### config.mk
export PLATFORM = sky130hd
export DESIGN_NAME = ethernet_fragment_fcs_checker_unit
export DESIGN_NICKNAME = d
export VERILOG_FILES = /design/src/rtl/core/effcc_pkg.sv /design/src/rtl/core/effcc_front.sv /design/src/rtl/core/effcc_fifo.sv /design/src/rtl/core/effcc_back.sv /design/src/rtl/core/ethernet_fragment_fcs_checker_unit.sv
export VERILOG_INCLUDE_DIRS = /design/src /design/src/rtl/core
export SDC_FILE = /design/constraint.sdc
export NUM_CORES = 1
export LEC_CHECK = 0
export BUFFER_PORTS_ARGS = -buffer_cell sky130_fd_sc_hd__buf_2
export CAP_MARGIN = 30
export CORE_MARGIN = 2
export CORE_UTILIZATION = 58
export CTS_BUF_LIST = sky130_fd_sc_hd__clkbuf_4 sky130_fd_sc_hd__clkbuf_8
export DETAILED_ROUTE_END_ITERATION = 10
export GPL_TIMING_DRIVEN = 0
export PLACE_DENSITY = 0.85
export RECOVER_POWER = 100
export SLEW_MARGIN = 10
export SYNTH_ARGS = -nofsm -noshare
export SYNTH_HDL_FRONTEND = slang
export SYNTH_SLANG_ARGS = --single-unit
export TNS_END_PERCENT = 100
### constraint.sdc
create_clock -name clk -period 5.5 [get_ports clk]
set_input_delay 0.275 -clock clk [delete_from_list [all_inputs] [get_ports clk]]
set_output_delay 0.275 -clock clk [all_outputs]
set_load 0.02 [all_outputs]
### src/rtl/core/ethernet_fragment_fcs_checker_unit_defines.svh
// Assertion macros for the fragment FCS checker.
`ifndef ETHERNET_FRAGMENT_FCS_CHECKER_UNIT_DEFINES_SVH
`define ETHERNET_FRAGMENT_FCS_CHECKER_UNIT_DEFINES_SVH

// Same-cycle implication, sampled on clk, off during reset.
`define EFFCC_ASSERT_NOW(lbl, ante, cons, msg) \
    lbl: assert property (@(posedge clk) disable iff (!rst_n) (ante) |-> (cons)) \
        else $error(msg);

// Next-cycle implication, sampled on clk, off during reset.
`define EFFCC_ASSERT_NEXT(lbl, ante, cons, msg) \
    lbl: assert property (@(posedge clk) disable iff (!rst_n) (ante) |=> (cons)) \
        else $error(msg);

`endif

### src/rtl/core/effcc_pkg.sv
package effcc_pkg;

    localparam logic [31:0] MCRC_XOR_MASK   = 32'hFFFF_0000;
    localparam logic [31:0] CRC_POLY_REFL   = 32'hEDB8_8320;
    localparam int          CMD_DEPTH_DFLT  = 2;
    localparam int          RES_DEPTH_DFLT  = 2;

    typedef enum logic [1:0] {
        OP_EXTEND,
        OP_START_FIRST,
        OP_START_RESUME
    } op_t;

    typedef struct packed {
        op_t         op;
        logic        check;
        logic [7:0]  data_byte;
        logic [31:0] received_fcs;
    } cmd_t;

    typedef struct packed {
        logic fcs_ok;
        logic last_fragment;
    } res_t;

    // Extend a published-form (pre/post inverted) CRC-32 by one byte.
    function automatic logic [31:0] crc32_byte(input logic [31:0] crc,
                                               input logic [7:0]  data);
        logic [31:0] c;
        c = ~crc ^ {24'h0, data};
        for (int k = 0; k < 8; k++) begin
            c = c[0] ? ((c >> 1) ^ CRC_POLY_REFL) : (c >> 1);
        end
        return ~c;
    endfunction

endpackage

### src/rtl/core/effcc_front.sv
module effcc_front
    import effcc_pkg::*;
(
    input  logic        push,
    input  logic [7:0]  data_byte,
    input  logic        start_of_packet,
    input  logic        first_fragment,
    input  logic        end_of_data,
    input  logic [31:0] received_fcs,
    output logic        cmd_push,
    output cmd_t        cmd
);

    op_t op;

    always_comb
    begin
        unique case ({start_of_packet, first_fragment}) inside
            2'b11:        op = OP_START_FIRST;
            2'b10:        op = OP_START_RESUME;
            2'b00, 2'b01: op = OP_EXTEND;
            default:      op = OP_EXTEND;
        endcase
    end

    assign cmd_push         = push;
    assign cmd.op           = op;
    assign cmd.check        = end_of_data;
    assign cmd.data_byte    = data_byte;
    assign cmd.received_fcs = received_fcs;

endmodule

### src/rtl/core/effcc_fifo.sv
module effcc_fifo
    import effcc_pkg::*;
#(
    parameter int WIDTH = 2,
    parameter int DEPTH = 2
) (
    input  logic             clk,
    input  logic             rst_n,
    input  logic             push,
    input  logic [WIDTH-1:0] wr_data,
    output logic             full,
    input  logic             pop,
    output logic [WIDTH-1:0] rd_data,
    output logic             empty
);

    localparam int PW = (DEPTH > 1) ? $clog2(DEPTH) : 1;
    localparam int CW = $clog2(DEPTH + 1);
    localparam logic [PW-1:0] LAST_PTR = PW'(DEPTH - 1);
    localparam logic [CW-1:0] FULL_CNT = CW'(DEPTH);

    logic [WIDTH-1:0] mem_reg [DEPTH];
    logic [PW-1:0]    wr_ptr_reg, wr_ptr_next;
    logic [PW-1:0]    rd_ptr_reg, rd_ptr_next;
    logic [CW-1:0]    count_reg, count_next;
    logic             do_push, do_pop;

    assign full    = (count_reg == FULL_CNT);
    assign empty   = (count_reg == '0);
    assign do_push = push && !full;
    assign do_pop  = pop && !empty;
    assign rd_data = mem_reg[rd_ptr_reg];

    always_comb
    begin
        wr_ptr_next = wr_ptr_reg;
        rd_ptr_next = rd_ptr_reg;
        count_next  = count_reg;
        if (do_push)
        begin
            wr_ptr_next = (wr_ptr_reg == LAST_PTR) ? '0 : wr_ptr_reg + PW'(1);
        end
        if (do_pop)
        begin
            rd_ptr_next = (rd_ptr_reg == LAST_PTR) ? '0 : rd_ptr_reg + PW'(1);
        end
        case ({do_push, do_pop})
            2'b10:   count_next = count_reg + CW'(1);
            2'b01:   count_next = count_reg - CW'(1);
            default: count_next = count_reg;
        endcase
    end

    always_ff @(posedge clk or negedge rst_n)
    begin
        if (!rst_n)
        begin
            wr_ptr_reg <= '0;
            rd_ptr_reg <= '0;
            count_reg  <= '0;
        end
        else
        begin
            wr_ptr_reg <= wr_ptr_next;
            rd_ptr_reg <= rd_ptr_next;
            count_reg  <= count_next;
        end
    end

    always_ff @(posedge clk)
    begin
        if (do_push)
        begin
            mem_reg[wr_ptr_reg] <= wr_data;
        end
    end

endmodule

### src/rtl/core/effcc_back.sv
module effcc_back
    import effcc_pkg::*;
(
    input  logic clk,
    input  logic rst_n,
    input  logic cmd_empty,
    input  cmd_t cmd,
    output logic cmd_pop,
    input  logic res_full,
    output logic res_push,
    output res_t res
);

    logic [31:0] frag_crc_reg, frag_crc_next;
    logic [31:0] run_crc_reg, run_crc_next;
    logic [31:0] saved_crc_reg, saved_crc_next;
    logic [31:0] frag_base, run_base;
    logic        is_last, ok;

    // a checking byte needs room for its result; plain bytes never wait
    assign cmd_pop  = !cmd_empty && (!cmd.check || !res_full);
    assign res_push = cmd_pop && cmd.check;

    always_comb
    begin
        unique case (cmd.op)
            OP_START_FIRST:
            begin
                frag_base = '0;
                run_base  = '0;
            end
            OP_START_RESUME:
            begin
                frag_base = '0;
                run_base  = saved_crc_reg;
            end
            OP_EXTEND:
            begin
                frag_base = frag_crc_reg;
                run_base  = run_crc_reg;
            end
            default:
            begin
                frag_base = frag_crc_reg;
                run_base  = run_crc_reg;
            end
        endcase

        frag_crc_next = crc32_byte(frag_base, cmd.data_byte);
        run_crc_next  = crc32_byte(run_base, cmd.data_byte);

        // fcs equal to the mCRC marks an intermediate fragment
        is_last = (cmd.received_fcs != (frag_crc_next ^ MCRC_XOR_MASK));
        ok      = !is_last || (cmd.received_fcs == run_crc_next);

        saved_crc_next = (res_push && ok) ? run_crc_next : saved_crc_reg;

        res.fcs_ok        = ok;
        res.last_fragment = is_last;
    end

    always_ff @(posedge clk or negedge rst_n)
    begin
        if (!rst_n)
        begin
            frag_crc_reg  <= '0;
            run_crc_reg   <= '0;
            saved_crc_reg <= '0;
        end
        else if (cmd_pop)
        begin
            frag_crc_reg  <= frag_crc_next;
            run_crc_reg   <= run_crc_next;
            saved_crc_reg <= saved_crc_next;
        end
    end

endmodule

### src/rtl/core/ethernet_fragment_fcs_checker_unit.sv
// A request accepted into the command queue is popped by the back end, which writes its
//   result into the result queue (empty falls after that write) when the queue has room.
// Throughput: one byte per cycle into both CRCs; an end_of_data byte waits for result room.
// Only bytes flagged end_of_data produce a result.
// Reset (rst_n low, asynchronous): queues empty, all three CRC registers cleared to zero.
`include "ethernet_fragment_fcs_checker_unit_defines.svh"

module ethernet_fragment_fcs_checker_unit
    import effcc_pkg::*;
#(
    parameter int CMD_DEPTH = CMD_DEPTH_DFLT,
    parameter int RES_DEPTH = RES_DEPTH_DFLT
) (
    input  logic        clk,
    input  logic        rst_n,
    input  logic        push,
    output logic        full,
    input  logic [7:0]  data_byte,
    input  logic        start_of_packet,
    input  logic        first_fragment,
    input  logic        end_of_data,
    input  logic [31:0] received_fcs,
    output logic        empty,
    input  logic        pop,
    output logic        fcs_ok,
    output logic        last_fragment
);

    localparam int CMD_W = $bits(cmd_t);
    localparam int RES_W = $bits(res_t);

    cmd_t             cmd_wr, cmd_rd;
    logic [CMD_W-1:0] cmd_rd_vec;
    logic             cmd_push, cmd_pop, cmd_empty;
    res_t             res_wr, res_rd;
    logic [RES_W-1:0] res_rd_vec;
    logic             res_push, res_full;

    effcc_front u_front (
        .push            (push),
        .data_byte       (data_byte),
        .start_of_packet (start_of_packet),
        .first_fragment  (first_fragment),
        .end_of_data     (end_of_data),
        .received_fcs    (received_fcs),
        .cmd_push        (cmd_push),
        .cmd             (cmd_wr)
    );

    effcc_fifo #(
        .WIDTH (CMD_W),
        .DEPTH (CMD_DEPTH)
    ) u_cmd_q (
        .clk     (clk),
        .rst_n   (rst_n),
        .push    (cmd_push),
        .wr_data (cmd_wr),
        .full    (full),
        .pop     (cmd_pop),
        .rd_data (cmd_rd_vec),
        .empty   (cmd_empty)
    );

    assign cmd_rd = cmd_t'(cmd_rd_vec);

    effcc_back u_back (
        .clk       (clk),
        .rst_n     (rst_n),
        .cmd_empty (cmd_empty),
        .cmd       (cmd_rd),
        .cmd_pop   (cmd_pop),
        .res_full  (res_full),
        .res_push  (res_push),
        .res       (res_wr)
    );

    effcc_fifo #(
        .WIDTH (RES_W),
        .DEPTH (RES_DEPTH)
    ) u_res_q (
        .clk     (clk),
        .rst_n   (rst_n),
        .push    (res_push),
        .wr_data (res_wr),
        .full    (res_full),
        .pop     (pop),
        .rd_data (res_rd_vec),
        .empty   (empty)
    );

    assign res_rd        = res_t'(res_rd_vec);
    assign fcs_ok        = res_rd.fcs_ok;
    assign last_fragment = res_rd.last_fragment;

    `EFFCC_ASSERT_NOW(a_res_room, res_push, !res_full, "result written into a full queue")
    `EFFCC_ASSERT_NOW(a_cmd_avail, cmd_pop, !cmd_empty, "command taken from an empty queue")
    `EFFCC_ASSERT_NEXT(a_res_shows, cmd_pop && cmd_rd.check, !empty, "checked byte left no result")

endmodule
==> implementation parameters, run 1 <==
Parameter                              Value

STA
  Number of max-slew violations in the final report    178
  Hold Fails Final Rpt    0
  Skew final    0.0183 ns
  Crit share post-route    99.0%
  Relative slew slack    -56.1%
  Max Clock Freq    184 MHz
  Worst-margin pin slew    2.34 ns
  Smallest hold slack    0.0912 ns
  Setup TNS    0 ns
  Min Tclk post-route    5.44 ns
  Setup repair after global routing missed its margin    false
  Final setup vio count    0

Die
  Floorplan row count    50
  Total die area    0.0205 mm²
  Number of top-level pins    51
  Area of the core    0.0188 mm²
  Horiz. Die Dim    143 µm
  Die extent in y    143 µm
  Initial standard-cell utilization of the core    59.6%

Global route
  Aggregate global-route resource usage    31.0%
  GR Overflow Total    0
  Largest net degree at the start of global routing    63
  First-pass GRT wire length    46.4 mm
  Number of global-route vias before repair    8153
  Number of antenna violations at the first check in global routing    0

Routing
  Drt pass-1 iters    6
  DR WL/cell    22.6 µm
  Detailed-route DRC error count    0
  First DRT Iteration DRCs    749
  Via count    8183
  Post-route antenna net violation count    0
  Total wire length after detailed routing    30.8 mm
  Ratio of routed vias to standard cells    6.02

Setup path
  Startpoint-to-endpoint class of the critical path    flip-flop to flip-flop
  Cell-by-cell listing of the critical path    buf_12 -> buf_12 -> mux2_2 -> ha_1 -> clkbuf_4 -> o21ai_0 -> xor2_2 -> xnor3_1 -> xor2_1 -> or4_1 -> nand4b_1 -> or4_1 -> o41a_1 -> buf_2 -> buf_6 -> mux2_4
  CP required    5.87 ns
  Biggest fanout along the worst timing path    10
  CP startpoint kind    flip-flop
  Cell class contributing the biggest share of worst-path delay    XOR/XNOR gates
  Critical path buffer and inverter count    5
  Element type at the critical path end    flip-flop
  Worst Path Arrival    5.82 ns
  Crit-path slowest cell    sky130_fd_sc_hd__xnor3_1
  Maximum single-stage delay on the critical path    0.62 ns

Clocking
  Number of sinks driven by the clock tree    194
  Clock root buffer    sky130_fd_sc_hd__clkbuf_8
  Latest clock arrival within the worst-skew pair    0.50 ns
  Reg clk slew, reported paths    0.11 ns
  Clock buffers created by TritonCTS    17
  TritonCTS clock tree    done
  H-tree depth reported by CTS    4
  Maximum clock path buffer count    2

Logic synthesis
  Post-synth top flop    sky130_fd_sc_hd__dfrtp_1
  Distinct cells, synth    58
  Dominant combinational cell family by area after synthesis    XOR/XNOR gates
  Syn Inst Count    956
  Number of enable-type register cells in the synthesized netlist    90
  Xor/xnor share of the synthesized area    24.5%
  Post-synthesis adder-cell area fraction    0.335%
  Seq cells post-synth    194
  Sequential cell area fraction in the yosys report    47.3%
  Compound-Gate Fraction of Synth Area    5.31%
  Share of synthesized area spent on multiplexers    9.76%
  Fraction of the mapped netlist area in simple logic gates    10.3%
  Share of flip-flops with an asynchronous set or reset    53.6%
  Cell area after synthesis    0.0112 mm²
  Per-instance average area after synthesis    11.7 µm²
  Synth warn    0
  Post-synth net total    1006

Place
  Placed Cells    1270
  Count of buffers from port buffering    50
  Final estimated routing congestion in global placement    0.968
  Detailed-placement wirelength estimate    21.2 mm

Run status
  Violated checks    max-capacitance violations, max-slew violations
  Result of the run    complete, but fails checks

Layout
  Final Non-Filler Cells    1359
  Layout overhead on the synthesized area    15.3%
  Final core utilization    68.7%
  Max FFs per register    86
  Fill count    1380
  FF/Latch Area    0.00531 mm²
  Net total in the final layout    1136
  Number of diodes    0
  Share of cells above drive strength 1    13.6%
  Multi-input gate area    0.00579 mm²

Flow run
  Max cap viols    4

Hold path
  Classification of the worst-slack hold path    primary input to flip-flop
## cells in the mapped netlist, types with 2 or more instances
master	n	area, µm²
sky130_fd_sc_hd__and2_1	9	56.3
sky130_fd_sc_hd__nor3b_1	2	15.0
sky130_fd_sc_hd__ha_1	3	37.5
sky130_fd_sc_hd__and3b_1	13	114
sky130_fd_sc_hd__and3_1	7	43.8
sky130_fd_sc_hd__o32ai_1	2	17.5
sky130_fd_sc_hd__or3_1	4	25.0
sky130_fd_sc_hd__nor2_1	26	97.6
sky130_fd_sc_hd__buf_2	9	45.0
sky130_fd_sc_hd__xor2_1	75	657
sky130_fd_sc_hd__or4_1	3	22.5
sky130_fd_sc_hd__xnor3_1	22	495
sky130_fd_sc_hd__xnor2_1	134	1170
sky130_fd_sc_hd__a21oi_1	29	145
sky130_fd_sc_hd__mux2i_4	5	113
sky130_fd_sc_hd__nand4_1	4	25.0
sky130_fd_sc_hd__nand2_1	146	548
sky130_fd_sc_hd__o31ai_1	2	15.0
sky130_fd_sc_hd__xor2_2	9	146
sky130_fd_sc_hd__dfrtp_1	104	2600
sky130_fd_sc_hd__inv_1	20	75.1
sky130_fd_sc_hd__or2_2	3	18.8
sky130_fd_sc_hd__a22oi_1	2	15.0
sky130_fd_sc_hd__buf_1	5	18.8
sky130_fd_sc_hd__nor3_1	8	40.0
sky130_fd_sc_hd__edfxtp_1	90	2700
sky130_fd_sc_hd__a211oi_1	2	15.0
sky130_fd_sc_hd__mux2i_2	2	27.5
sky130_fd_sc_hd__mux2_2	15	169
sky130_fd_sc_hd__nor4_1	5	31.3
sky130_fd_sc_hd__xor2_4	2	55.1
sky130_fd_sc_hd__o22ai_1	2	12.5
sky130_fd_sc_hd__buf_6	3	33.8
sky130_fd_sc_hd__clkbuf_1	20	75.1
sky130_fd_sc_hd__nor2b_1	4	25.0
sky130_fd_sc_hd__nand2b_1	3	18.8
sky130_fd_sc_hd__a311oi_1	2	17.5
sky130_fd_sc_hd__mux2i_1	53	531
sky130_fd_sc_hd__xnor2_2	5	81.3
sky130_fd_sc_hd__xor3_1	6	143
sky130_fd_sc_hd__nand3_1	11	55.1
sky130_fd_sc_hd__o21ai_0	53	265
sky130_fd_sc_hd__mux2_4	17	255
## routing by layer
layer	up-vias	share of wire [%]	track usage, %
li1	3532	-	-
met1	4074	38	40.0
met2	464	49	51.1
met3	113	8.5	6.14
met4	0	4.9	13.9
met5	-	0	0
## final cells by class
class	instances	area share, %
inverters	20	0.581
plain buffers	37	2.08
well taps	260	2.52
clock inverters	14	1.22
multi-input cells	703	44.8
flip-flops and latches	194	41.0
repair buffers	113	5.87
clock buffers	18	1.87
## cell usage in the layout, fill, tap and decap left out, drive strengths merged, types with 3 or more instances in the layout
cell	count
a21oi	29
and2	9
and3	7
and3b	13
buf	40
clkbuf	86
clkinv	5
dfrtp	104
dlygate4sd3	42
edfxtp	90
ha	3
inv	29
mux2	32
mux2i	60
nand2	146
nand2b	3
nand3	11
nand4	4
nor2	26
nor2b	4
nor3	8
nor4	5
o21ai	54
or2	3
or3	4
or4	3
xnor2	139
xnor3	22
xor2	86
xor3	6
## logic make-up after synthesis
family                   after synthesis
flip-flops                           194
AND/OR/NAND/NOR                      250
buffers and inverters                 59
AO/OA/AOI/OAI                        105
XOR/XNOR                             253
adder cells (fa/ha/maj)                3
multiplexers                          92
## worst reg2reg max path, cell delays in order, from the launching register on
cell                       delay (ns)
sky130_fd_sc_hd__dfrtp_2         0.41
sky130_fd_sc_hd__buf_12          0.14
sky130_fd_sc_hd__buf_12          0.17
sky130_fd_sc_hd__mux2_2          0.36
sky130_fd_sc_hd__ha_1            0.29
sky130_fd_sc_hd__clkbuf_4        0.18
sky130_fd_sc_hd__o21ai_0         0.29
sky130_fd_sc_hd__xor2_2          0.58
sky130_fd_sc_hd__xnor3_1         0.62
sky130_fd_sc_hd__xor2_1          0.20
sky130_fd_sc_hd__or4_1           0.45
sky130_fd_sc_hd__nand4b_1        0.19
sky130_fd_sc_hd__or4_1           0.43
sky130_fd_sc_hd__o41a_1          0.32
sky130_fd_sc_hd__buf_2           0.18
sky130_fd_sc_hd__buf_6           0.19
sky130_fd_sc_hd__mux2_4          0.32
## final timing paths
check	startpoint	cells after the start	endpoint	slack, ns
min	push	3	u_cmd_q.wr_ptr_reg	0.09
max reg2reg	u_cmd_q.rd_ptr_reg	16	u_back.saved_crc_reg[31]	0.06
min in group asynchronous	rst_n	2	u_back.saved_crc_reg[10]	1.02
min reg2reg	u_back.run_crc_reg[19]	2	u_back.run_crc_reg[19]	0.50
max in group asynchronous	rst_n	3	u_cmd_q.rd_ptr_reg	1.74
max	u_cmd_q.rd_ptr_reg	16	u_back.saved_crc_reg[31]	0.06
## metrics by stage
step	setup slack [ns]	area [µm²]
floorplan	0.00932	11200
global placement	-1.69	11800
detailed placement	-1.73	11900
CTS	0.0198	13000
global route	0.00679	12900
finish	0.0575	12900
## repair_timing
action                     4_1_cts  5_1_grt
hold buffers                    42        0
setup buffers                   10        6
hold endpoints to repair       124        0
pin swaps                        2        2
gates resized for setup         39        9
cloned                           1        0
setup endpoints to repair       36       32
Power of run 1 is not shown: default switching activity piles up to over one toggle a cycle in this logic, so the estimate is an artifact.
==> inputs of run 2 (changes only) <==
--- a/config.mk
+++ b/config.mk
@@ -8,6 +8,7 @@
 export LEC_CHECK = 0
 export BUFFER_PORTS_ARGS = -buffer_cell sky130_fd_sc_hd__buf_2
 export CAP_MARGIN = 30
+export CORE_ASPECT_RATIO = 1.5
 export CORE_MARGIN = 2
 export CORE_UTILIZATION = 58
 export CTS_BUF_LIST = sky130_fd_sc_hd__clkbuf_4 sky130_fd_sc_hd__clkbuf_8
==> implementation parameters, run 2 (synthesized netlist as in run 1, its figures left out) <==
Parameter                              Value

STA
  Relative slew slack    -100%
  Final setup vio count    0
  Skew final    0.0191 ns
  Max Clock Freq    185 MHz
  Smallest hold slack    0.0845 ns
  Number of max-slew violations in the final report    122
  Hold Fails Final Rpt    0
  Worst-margin pin slew    3.00 ns
  Crit share post-route    98.2%
  Setup TNS    0 ns
  Min Tclk post-route    5.40 ns

Die
  Initial standard-cell utilization of the core    58.8%
  Area of the core    0.0191 mm²
  Total die area    0.0205 mm²
  Horiz. Die Dim    118 µm
  Floorplan row count    62
  Number of top-level pins    51
  Die extent in y    174 µm

Place
  Final estimated routing congestion in global placement    1.02
  Detailed-placement wirelength estimate    21.4 mm
  Count of buffers from port buffering    50

Layout
  Number of diodes    0
  Max FFs per register    86
  Leading cell type in the layout, fill and taps excluded    sky130_fd_sc_hd__nand2_1
  Highest-count cells in the layout ignoring fill and taps    sky130_fd_sc_hd__nand2_1, sky130_fd_sc_hd__xnor2_1, sky130_fd_sc_hd__dfrtp_1
  Share of cells above drive strength 1    16.4%
  Multi-input gate area    0.00600 mm²
  Layout overhead on the synthesized area    17.4%
  FF/Latch Area    0.00531 mm²
  Net total in the final layout    1138
  Fill count    1305

Clocking
  Latest clock arrival within the worst-skew pair    0.50 ns
  TritonCTS clock tree    done
  Clock root buffer    sky130_fd_sc_hd__clkbuf_8
  Clock buffers created by TritonCTS    17
  Number of sinks driven by the clock tree    194
  Reg clk slew, reported paths    0.10 ns
  Maximum clock path buffer count    2
  H-tree depth reported by CTS    4

Global route
  First-pass GRT wire length    45.7 mm
  Aggregate global-route resource usage    30.1%
  Largest net degree at the start of global routing    55
  Number of antenna violations at the first check in global routing    0
  GR Overflow Total    0
  Number of global-route vias before repair    8226

Setup path
  Biggest fanout along the worst timing path    14
  Element type at the critical path end    flip-flop
  Startpoint-to-endpoint class of the critical path    flip-flop to flip-flop
  CP startpoint kind    flip-flop
  Logic depth of the worst register-to-register path    22
  Worst Path Arrival    5.78 ns
  CP required    5.88 ns

Run status
  Result of the run    complete, but fails checks
  Violated checks    max-capacitance violations, max-slew violations

Routing
  DR WL/cell    23.1 µm
  Drt pass-1 iters    5
  First DRT Iteration DRCs    634
  Post-route antenna net violation count    0
  Ratio of routed vias to standard cells    5.99
  Via count    8132
  Total wire length after detailed routing    31.3 mm
  Detailed-route DRC error count    0

Hold path
  Depth of the worst hold-timing path    2
  Classification of the worst-slack hold path    primary input to flip-flop

Flow run
  Max cap viols    3
run 2: routing by layer:
layer  vias to the layer above  wire length, µm  track usage (%)
met1                      3944            10500             32.5
met5                         -                0                0
met2                       472            15900             51.7
met3                       173             2160             5.71
li1                       3543                -                -
met4                         0             2700             23.7
run 2: what timing repair did:
item,in CTS,in global routing
endpoints found under the setup margin,36,32
gates cloned,1,0
hold buffers,42,0
pin swaps,1,11
hold endpoints to repair,132,0
setup buffers,6,12
gates resized for setup,30,43
run 2: worst max-delay path, cell delays in order, from the launching register on:
cell and delay (ns):
sky130_fd_sc_hd__dfrtp_1 0.41, sky130_fd_sc_hd__buf_12 0.12, sky130_fd_sc_hd__buf_16 0.15, sky130_fd_sc_hd__mux2_2 0.35
sky130_fd_sc_hd__ha_1 0.27, sky130_fd_sc_hd__buf_2 0.20, sky130_fd_sc_hd__buf_6 0.19, sky130_fd_sc_hd__buf_4 0.21
sky130_fd_sc_hd__buf_4 0.21, sky130_fd_sc_hd__buf_6 0.18, sky130_fd_sc_hd__buf_6 0.19, sky130_fd_sc_hd__buf_4 0.21
sky130_fd_sc_hd__nand2_1 0.15, sky130_fd_sc_hd__xor3_1 0.22, sky130_fd_sc_hd__nor4_2 0.30, sky130_fd_sc_hd__o221ai_2 0.18
sky130_fd_sc_hd__nor4_4 0.25, sky130_fd_sc_hd__nand3_1 0.13, sky130_fd_sc_hd__or4_1 0.49, sky130_fd_sc_hd__o41a_1 0.15
sky130_fd_sc_hd__buf_2 0.19, sky130_fd_sc_hd__buf_6 0.19, sky130_fd_sc_hd__mux2_4 0.31
run 2: final cells by class:
| class | instances | area share (%) |
|---|---|---|
| inverter | 20 | 0.570 |
| multi-input combinational | 703 | 45.5 |
| sequential | 194 | 40.3 |
| clock buffer | 20 | 1.99 |
| timing repair buffer | 115 | 6.08 |
| buffer | 37 | 1.92 |
| tap | 256 | 2.43 |
| clock inverter | 12 | 1.19 |
run 2: stage by stage:
| stage | util [%] | cells | area [µm²] | setup slack, ns |
|---|---|---|---|---|
| final | 69.0 | 1357 | 13200 | 0.0984 |
| after CTS | 68.0 | 1345 | 13000 | 0.00115 |
| after global routing | 69.0 | 1357 | 13200 | -0.0903 |
| after detailed placement | 62.4 | 1266 | 11900 | -1.88 |
| after floorplan | - | 956 | 11200 | 0.00932 |
| after global placement | 61.9 | 1262 | 11800 | -1.81 |
run 2: worst paths after layout:
path	endpoint	from	slack, ns
max	u_back.saved_crc_reg[28]	u_cmd_q.rd_ptr_reg	0.1
min	u_cmd_q.mem_reg[0][42]	first_fragment	0.08
max reg2reg	u_back.saved_crc_reg[28]	u_cmd_q.rd_ptr_reg	0.1
min reg2reg	u_back.frag_crc_reg[22]	u_back.frag_crc_reg[22]	0.49
max in group asynchronous	u_back.saved_crc_reg[30]	rst_n	1.58
min in group asynchronous	u_back.saved_crc_reg[3]	rst_n	1.33
Power of run 2 is left out for the same reason.
==> inputs of run 3 (changes only) <==
--- a/config.mk
+++ b/config.mk
@@ -10,12 +10,10 @@
 export CAP_MARGIN = 30
 export CORE_ASPECT_RATIO = 1.5
 export CORE_MARGIN = 2
-export CORE_UTILIZATION = 58
-export CTS_BUF_LIST = sky130_fd_sc_hd__clkbuf_4 sky130_fd_sc_hd__clkbuf_8
+export CORE_UTILIZATION = 56
 export DETAILED_ROUTE_END_ITERATION = 10
 export GPL_TIMING_DRIVEN = 0
-export PLACE_DENSITY = 0.85
-export RECOVER_POWER = 100
+export PLACE_DENSITY = 0.83
 export SLEW_MARGIN = 10
 export SYNTH_ARGS = -nofsm -noshare
 export SYNTH_HDL_FRONTEND = slang
==> implementation parameters, run 3 (synthesized netlist as in run 1, its figures left out) <==
Parameter                              Value

Clocking
  Clock root buffer    sky130_fd_sc_hd__clkbuf_16
  Maximum clock path buffer count    2
  TritonCTS clock tree    done
  Clock buffers created by TritonCTS    17
  Latest clock arrival within the worst-skew pair    0.45 ns
  Reg clk slew, reported paths    0.07 ns
  Number of sinks driven by the clock tree    194
  H-tree depth reported by CTS    4

Global route
  First-pass GRT wire length    44.3 mm
  Largest net degree at the start of global routing    77
  Number of global-route vias before repair    8076
  Aggregate global-route resource usage    28.3%
  GR Overflow Total    0
  Number of antenna violations at the first check in global routing    0

Layout
  Net total in the final layout    1090
  Leading cell type in the layout, fill and taps excluded    sky130_fd_sc_hd__nand2_1
  FF/Latch Area    0.00531 mm²
  Layout overhead on the synthesized area    15.1%
  Final core utilization    65.5%
  Final standard cell area without fillers    0.0129 mm²
  Max FFs per register    86
  Number of diodes    0
  Share of cells above drive strength 1    18.6%
  Fill count    1451
  Multi-input gate area    0.00586 mm²
  Highest-count cells in the layout ignoring fill and taps    sky130_fd_sc_hd__nand2_1, sky130_fd_sc_hd__xnor2_1, sky130_fd_sc_hd__dfrtp_1

Setup path
  Biggest fanout along the worst timing path    14
  Reg-to-Reg Start    u_cmd_q.rd_ptr_reg
  Critical path buffer and inverter count    10
  Cell-by-cell listing of the critical path    buf_12 -> buf_16 -> mux2_2 -> ha_1 -> clkbuf_4 -> buf_6 -> buf_6 -> buf_4 -> buf_2 -> buf_4 -> nor2_1 -> a21oi_1 -> xnor2_1 -> xnor2_1 -> a311oi_2 -> nand4b_1 -> or4_1 -> o41a_1 -> buf_2 -> buf_6 -> mux2_4
  Crit-path slowest cell    sky130_fd_sc_hd__dfrtp_1
  CP startpoint kind    flip-flop
  Reg2reg setup slack    0.1 ns
  Maximum single-stage delay on the critical path    0.43 ns
  Cell class contributing the biggest share of worst-path delay    buffers and inverters
  Element type at the critical path end    flip-flop
  CP dominant cell by count    sky130_fd_sc_hd__buf_6
  Worst Path Arrival    5.74 ns
  Startpoint-to-endpoint class of the critical path    flip-flop to flip-flop
  Critical path origin    u_cmd_q.rd_ptr_reg
  CP required    5.83 ns

Place
  Count of buffers from port buffering    50
  Detailed-placement wirelength estimate    21.3 mm
  Final estimated routing congestion in global placement    0.989
  Post-Place Cell Area    0.0119 mm²

Die
  Horiz. Die Dim    120 µm
  Initial standard-cell utilization of the core    56.9%
  Floorplan row count    63
  Number of top-level pins    51
  Total die area    0.0212 mm²
  Area of the core    0.0197 mm²
  Die extent in y    177 µm

STA
  Relative slew slack    44.4%
  Worst-margin pin slew    0.824 ns
  Final setup vio count    0
  Min Tclk post-route    5.40 ns
  Crit share post-route    98.3%
  Max Clock Freq    185 MHz
  Number of max-slew violations in the final report    0
  Hold Fails Final Rpt    0
  Skew final    0.0124 ns

Routing
  First DRT Iteration DRCs    458
  Ratio of routed vias to standard cells    5.95
  Met1 WL    10.0 mm
  Met3 Routed Length    1.84 mm
  Total wire length after detailed routing    29.2 mm
  DR WL/cell    22.2 µm
  Drt pass-1 iters    7
  Metal2 WL    15.0 mm
  Post-route antenna net violation count    0
  Via count    7812
  Detailed-route DRC error count    0
  Uppermost layer routed    met4

Run status
  Result of the run    finished, final reports clean

Flow run
  Max cap viols    0

Hold path
  Classification of the worst-slack hold path    primary input to flip-flop
  Min-delay src    received_fcs[27]
[run 3: changes by cell type in the layout (fill, tap and decap cells not counted), moves of 5 or more]
cell	previous run	this run
sky130_fd_sc_hd__clkbuf_16	0	17
sky130_fd_sc_hd__clkbuf_1	53	18
sky130_fd_sc_hd__buf_4	22	12
sky130_fd_sc_hd__dlygate4sd3_1	42	1
sky130_fd_sc_hd__clkbuf_8	19	2
sky130_fd_sc_hd__a21oi_1	21	26
sky130_fd_sc_hd__buf_2	20	53
[run 3: cell type report]
cell class	count	area share [%]
multi-input combinational	703	45.4
sequential	194	41.1
timing repair buffer	67	3.73
clock buffer	20	3.46
tap	260	2.52
buffer	37	2.01
clock inverter	12	1.21
inverter	20	0.582
[run 3: path summary, 6_finish.rpt]
check,to,depth (start not counted)
max reg2reg,u_back.saved_crc_reg[31],21
min in group asynchronous,u_back.saved_crc_reg[3],2
max,u_back.saved_crc_reg[31],21
min reg2reg,u_back.run_crc_reg[23],2
min,u_cmd_q.mem_reg[0][27],1
max in group asynchronous,u_back.frag_crc_reg[29],3
[run 3: what timing repair did]
| action | 4_1_cts | 5_1_grt |
|---|---|---|
| hold buffers | 1 | 0 |
| cloned | 1 | 0 |
| endpoints found under the setup margin | 37 | 32 |
| endpoints found under the hold margin | 28 | 0 |
| resized for setup | 32 | 16 |
| buffers inserted | 5 | 6 |
| pin swaps | 1 | 3 |
[run 3: per-layer routing]
metal	track usage (%)	vias to the layer above
met1	30.5	3833
met2	49.5	390
met3	5.14	143
li1	-	3446
met5	0	-
met4	20.7	0
[run 3: stage by stage]
step / hold WS, ns / TNS, ns / setup WS (ns) / cells
global placement: 0.460 / -60.72 / -1.79 / 1266
global route: 0.00618 / -0.0276 / -0.00890 / 1313
detailed placement: 0.171 / -63.38 / -1.86 / 1270
floorplan: -0.0206 / 0 / 0.00932 / 956
CTS: 0.00416 / 0 / 0.00168 / 1307
finish: 0.0129 / 0 / 0.0953 / 1313
Power of run 3 is left out for the same reason.
